File: src/sv/gmps_pkg.sv
`timescale 1ns / 1ps
// ----------------------------------------------------------------------------
// gmps_pkg
// Shared types and constants of the grid maximum path sum block.
// ----------------------------------------------------------------------------
package gmps_pkg;

  localparam int CELL_W = 16;   // cell value width
  localparam int OUT_W  = 25;   // best sum width
  localparam int CFG_W  = 9;    // size register width
  localparam int ADDR_W = 3;    // APB address width
  localparam int DATA_W = 32;   // APB data width

  localparam int DEF_MAX_WIDTH  = 256;
  localparam int DEF_MAX_HEIGHT = 256;

  localparam logic [CFG_W-1:0] SIZE_RESET = 9'd256;

  typedef enum logic {
    REG_GRID_WIDTH  = 1'b0,
    REG_GRID_HEIGHT = 1'b1
  } reg_idx_t;

  // Effective grid geometry handed from the register file to the datapath.
  typedef struct packed {
    logic             restart;   // a register write restarts the grid
    logic [CFG_W-1:0] col_last;  // index of the last column
    logic [CFG_W-1:0] row_last;  // index of the last row
  } size_cfg_t;

endpackage

File: src/sv/gmps_cfg.sv
`timescale 1ns / 1ps
// ----------------------------------------------------------------------------
// gmps_cfg
// APB register file for the grid size; clamps the sizes to the legal range.
// ----------------------------------------------------------------------------
module gmps_cfg #(
  parameter int MAX_WIDTH  = 256,
  parameter int MAX_HEIGHT = 256
) (
  input  logic                          clk,
  input  logic                          rst,
  input  logic                          psel,
  input  logic                          penable,
  input  logic                          pwrite,
  input  logic [gmps_pkg::ADDR_W-1:0]   paddr,
  input  logic [gmps_pkg::DATA_W-1:0]   pwdata,
  output logic [gmps_pkg::DATA_W-1:0]   prdata,
  output logic                          pready,
  output gmps_pkg::size_cfg_t           cfg
);
  import gmps_pkg::*;

  logic [CFG_W-1:0] grid_width;
  logic [CFG_W-1:0] grid_height;
  logic             wr;
  reg_idx_t         reg_idx;

  // A size of zero acts as one; a size above the maximum acts as the maximum.
  function automatic logic [CFG_W-1:0] last_of(input logic [CFG_W-1:0] raw,
                                               input int unsigned maxv);
    logic [CFG_W-1:0] res;
    if (raw == '0) begin
      res = '0;
    end else if (int'(raw) > maxv) begin
      res = CFG_W'(maxv - 1);
    end else begin
      res = raw - 1'b1;
    end
    return res;
  endfunction

  assign pready  = 1'b1;
  assign wr      = psel && penable && pwrite;
  assign reg_idx = reg_idx_t'(paddr[ADDR_W-1]);

  always_ff @(posedge clk) begin
    if (rst) begin
      grid_width  <= SIZE_RESET;
      grid_height <= SIZE_RESET;
    end else if (wr) begin
      unique case (reg_idx)
        REG_GRID_WIDTH:  grid_width  <= pwdata[CFG_W-1:0];
        REG_GRID_HEIGHT: grid_height <= pwdata[CFG_W-1:0];
        default: ;
      endcase
    end
  end

  always_comb begin
    unique case (reg_idx)
      REG_GRID_WIDTH:  prdata = DATA_W'(grid_width);
      REG_GRID_HEIGHT: prdata = DATA_W'(grid_height);
      default:         prdata = '0;
    endcase
  end

  assign cfg.restart  = wr;
  assign cfg.col_last = last_of(grid_width, MAX_WIDTH);
  assign cfg.row_last = last_of(grid_height, MAX_HEIGHT);

endmodule

File: config.mk
export PLATFORM = sky130hd
export DESIGN_NAME = gmps_cfg
export DESIGN_NICKNAME = d
export VERILOG_FILES = /design/src/sv/gmps_pkg.sv /design/src/sv/gmps_cfg.sv
export SDC_FILE = /design/constraint.sdc
export NUM_CORES = 1
export LEC_CHECK = 0
export CORE_MARGIN = 1
export CORE_UTILIZATION = 62
export DETAILED_ROUTE_END_ITERATION = 7
export DONT_BUFFER_PORTS = 1
export GPL_TIMING_DRIVEN = 1
export HOLD_SLACK_MARGIN = 0.1
export PLACE_DENSITY = 0.77
export SETUP_SLACK_MARGIN = 0.02
export SYNTH_ARGS = -nofsm -noshare
export SYNTH_HDL_FRONTEND = slang
export SYNTH_SLANG_ARGS = --single-unit
File: constraint.sdc
create_clock -name clk -period 2.6 [get_ports clk]
set_input_delay 0 -clock clk [delete_from_list [all_inputs] [get_ports clk]]
set_output_delay 0 -clock clk [all_outputs]
set_load 0.01 [all_outputs]
==> flow_summary.ini <==
[routing]
drc_violation_total_after_the_first_tritonroute_iteration = 27
vias = 1300
postRouteAntennaNets = 0
detail_route.first_pass.iterations = 4
via_per_inst = 5.628
wl_per_cell_um = 13.64
drt-total-wl_um = 3150
remaining_drc_errors = 0

[floorplan]
die_span_y_um = 49.82
die_width_um = 49.82
floorplan.die_area_um2 = 2482
coreArea_um2 = 2062
row_count = 16
floorplan.initialDensity_pct = 68.75
boundaryPins = 92

[timing]
worst-slew-pin-transition_ns = 0.8857
finalClockSkew_ns = 0
maxSlewHeadroom_pct = 40.41
fmaxAchievable_mhz = 433.7
hold_slack_ns = 0.1221
hold_viol = 0
endpoints_failing_setup = 0
min_period_over_period_pct = 88.68
tns_ns = 0
worst_slack_ns = 0.2943
finalWorstPathRequiredPeriod_ns = 2.306
rsz_0062_raised_after_global_routing = no
max_slew_violation_total_from_the_final_report = 0

[global_route]
antenna_found_initial = 0
global_route.usage.total_pct = 26.50
grt_pass1_wl_um = 5009
grt_pass1_vias = 1142
grt_start_max_net_pins = 19
globalRoute.totalOverflow = 0

[job]
max_cap_viol_count = 0

[synth]
flops_latches_synth = 18
synth_sequential_area_ratio_pct = 25.42
synth_top_cell_by_area = dfxtp_1
synthesis.area_per_instance_um2 = 7.053
synth_commonest_cells = 44 x nand2_1, 27 x buf_4, 24 x a21oi_1, 18 x dfxtp_1, 11 x nor2_1
synthTopCellsByArea = dfxtp_1 25%, buf_4 14%, nand2_1 12%
syn_inst = 201
synth_area_um2 = 1418
post_synth_arst_share_pct = 0
synthMostInstantiatedCell = nand2_1
synthFlopType = dfxtp_1
synth_cell_type_count = 38
top_cell_type_s_share_of_synthesized_area_pct = 25.42
yosys_warnings = 0
synth_edf_count = 0

[final_layout]
antenna_cells = 0
signed_area_change_from_the_synthesized_netlist_to_the_final_layout_pct = 3.619
num-fill-cells = 167
postLayoutCoreUtil_pct = 71.24
layout-drive-gt1-share_pct = 7.843
regArea_um2 = 360.3
fin_nets = 247
multiInputGateArea_um2 = 868.3

[clock_tree]
clock_latency_ns = 0.30
cts.root.buffer_cell = clkbuf_4
clock_tree.htree_level_count = 1
cts_resized = 0
cts_inserted_buffers = 3
clk_path_buf_depth = 2
tritoncts = yes
post_cts.repair.setup_buffers = 0
clk_transition_reported_paths_ns = 0.10
cts.hold.buffers_added = 14
clock-sinks = 18

[worst_setup_path]
critical_path.cell_chain = inv_1, ha_1, or3b_1, or4b_4, maj3_2
count_of_buffer_and_inverter_cells_on_the_critical_path = 1
cp_slowest_stage_delay_ns = 0.56
crit_slowest_cell = or4b_4
worstPathMaxFanout = 7
critical_path.top_delay_family = simple AND/OR/NAND/NOR gates
crit_type = reg2out
setup.worst_path.start_class = register
worst_setup_path_end_kind = output pin
timing.critical_path.required_ns = 2.60
crit_arrival_ns = 2.31

[placed_design]
place.gp.congestion = 0.8951
io_buffers = 0
place_worst_setup_slack_ns = 0.6349
dp_hpwl_um = 2203

[hold_path]
worstHoldPathType = in2reg

[pwr]
pnr_total_power_w = 0.0005957
p_per_area_nw_per_um2 = 405.6
cellLeakagePower_nw = 0.5894
vdd_drop_max_mv = 0.4435

[outcome]
status = finished, final reports clean
-- cell families after synthesis --
| kind of cell | Yosys count | synth area share [%] |
|---|---|---|
| buf+inv | 47 | 19.68 |
| simple gates | 77 | 25.15 |
| other cells | 2 | 0.5298 |
| mux | 7 | 5.561 |
| xor+xnor | 3 | 1.854 |
| flops | 18 | 25.42 |
| fa+ha+maj | 5 | 4.060 |
| compound gates | 42 | 17.74 |
-- placed cells by master (no fill, tap or decap), drive strengths merged --
master and instances:
a211o 2, o31ai 3, or3b 2, dfxtp 18, maj3 3, nor4 2
a22o 2, a31oi 1, a21oi 24, dlygate4sd3 14, nand3 1, ha 2
clkbuf 4, xnor2 2, o21ai 5, and3 1, nor3b 2, xor2 1
nor2 11, nand2b 2, mux2 7, o31a 1, and2 1, a211oi 1
or4b 1, conb 26, nand3b 3, a311oi 3, inv 8, nor2b 2
nor3 4, or2 1, nand2 44
-- per-stage QoR --
| step | std cells | instance area (um2) |
|---|---|---|
| 6_report | 231 | 1469 |
| 5_1_grt | 231 | 1469 |
| 4_1_cts | 231 | 1469 |
| 3_5_place_dp | 213 | 1292 |
| 3_3_place_gp | 213 | 1292 |
| 2_1_floorplan | 225 | 1508 |
-- worst reg2reg max path, delay by kind of cell, from the launching register on --
family / cells / cell delay [ns]
simple gates: 1 / 0.09
flops: 1 / 0.51
compound gates: 1 / 0.14
buf+inv: 1 / 0.56
-- layout make-up --
class,instances,area share [%]
clock buffers,4,2.470
multi-input cells,160,59.11
repair buffers,14,9.540
well taps,27,2.300
inverters,8,2.044
flip-flops and latches,18,24.53
-- report_power, final --
| group | switching, W | internal [W] |
|---|---|---|
| logic | 0.0000805 | 0.0000475 |
| clock network | 0.0000884 | 0.0000857 |
| registers | 0.0000118 | 0.000282 |
| total | 0.000181 | 0.000415 |
-- path summary, 6_finish.rpt --
| path | from | to | cells past startpoint | slack (ns) |
|---|---|---|---|---|
| min reg2reg | grid_width[1]$_SDFFE_PP0P_ | grid_width[1]$_SDFFE_PP0P_ | 2 | 0.51 |
| max reg2reg | grid_height[7]$_SDFFE_PP0P_ | grid_height[7]$_SDFFE_PP0P_ | 3 | 1.25 |
| max | grid_height[0]$_SDFFE_PP0P_ | cfg[0] | 5 | 0.29 |
| min | paddr[2] | grid_height[3]$_SDFFE_PP0P_ | 3 | 0.12 |
-- registers in the layout, summed over array words and instances (netlist names) --
signal / flops
grid_height: 9
grid_width: 9
-- routing by layer --
metal | track usage, % | share of wire, % | vias to the layer above | routed length [um]
met5 | 0 | 0 | - | 0
met2 | 47.97 | 52 | 59 | 1629
met3 | 6.173 | 6.0 | 5 | 188
li1 | - | - | 632 | -
met1 | 29.79 | 41 | 604 | 1291
met4 | 9.524 | 1.3 | 0 | 40
No activity file was read; power rests on OpenSTA's default activity.
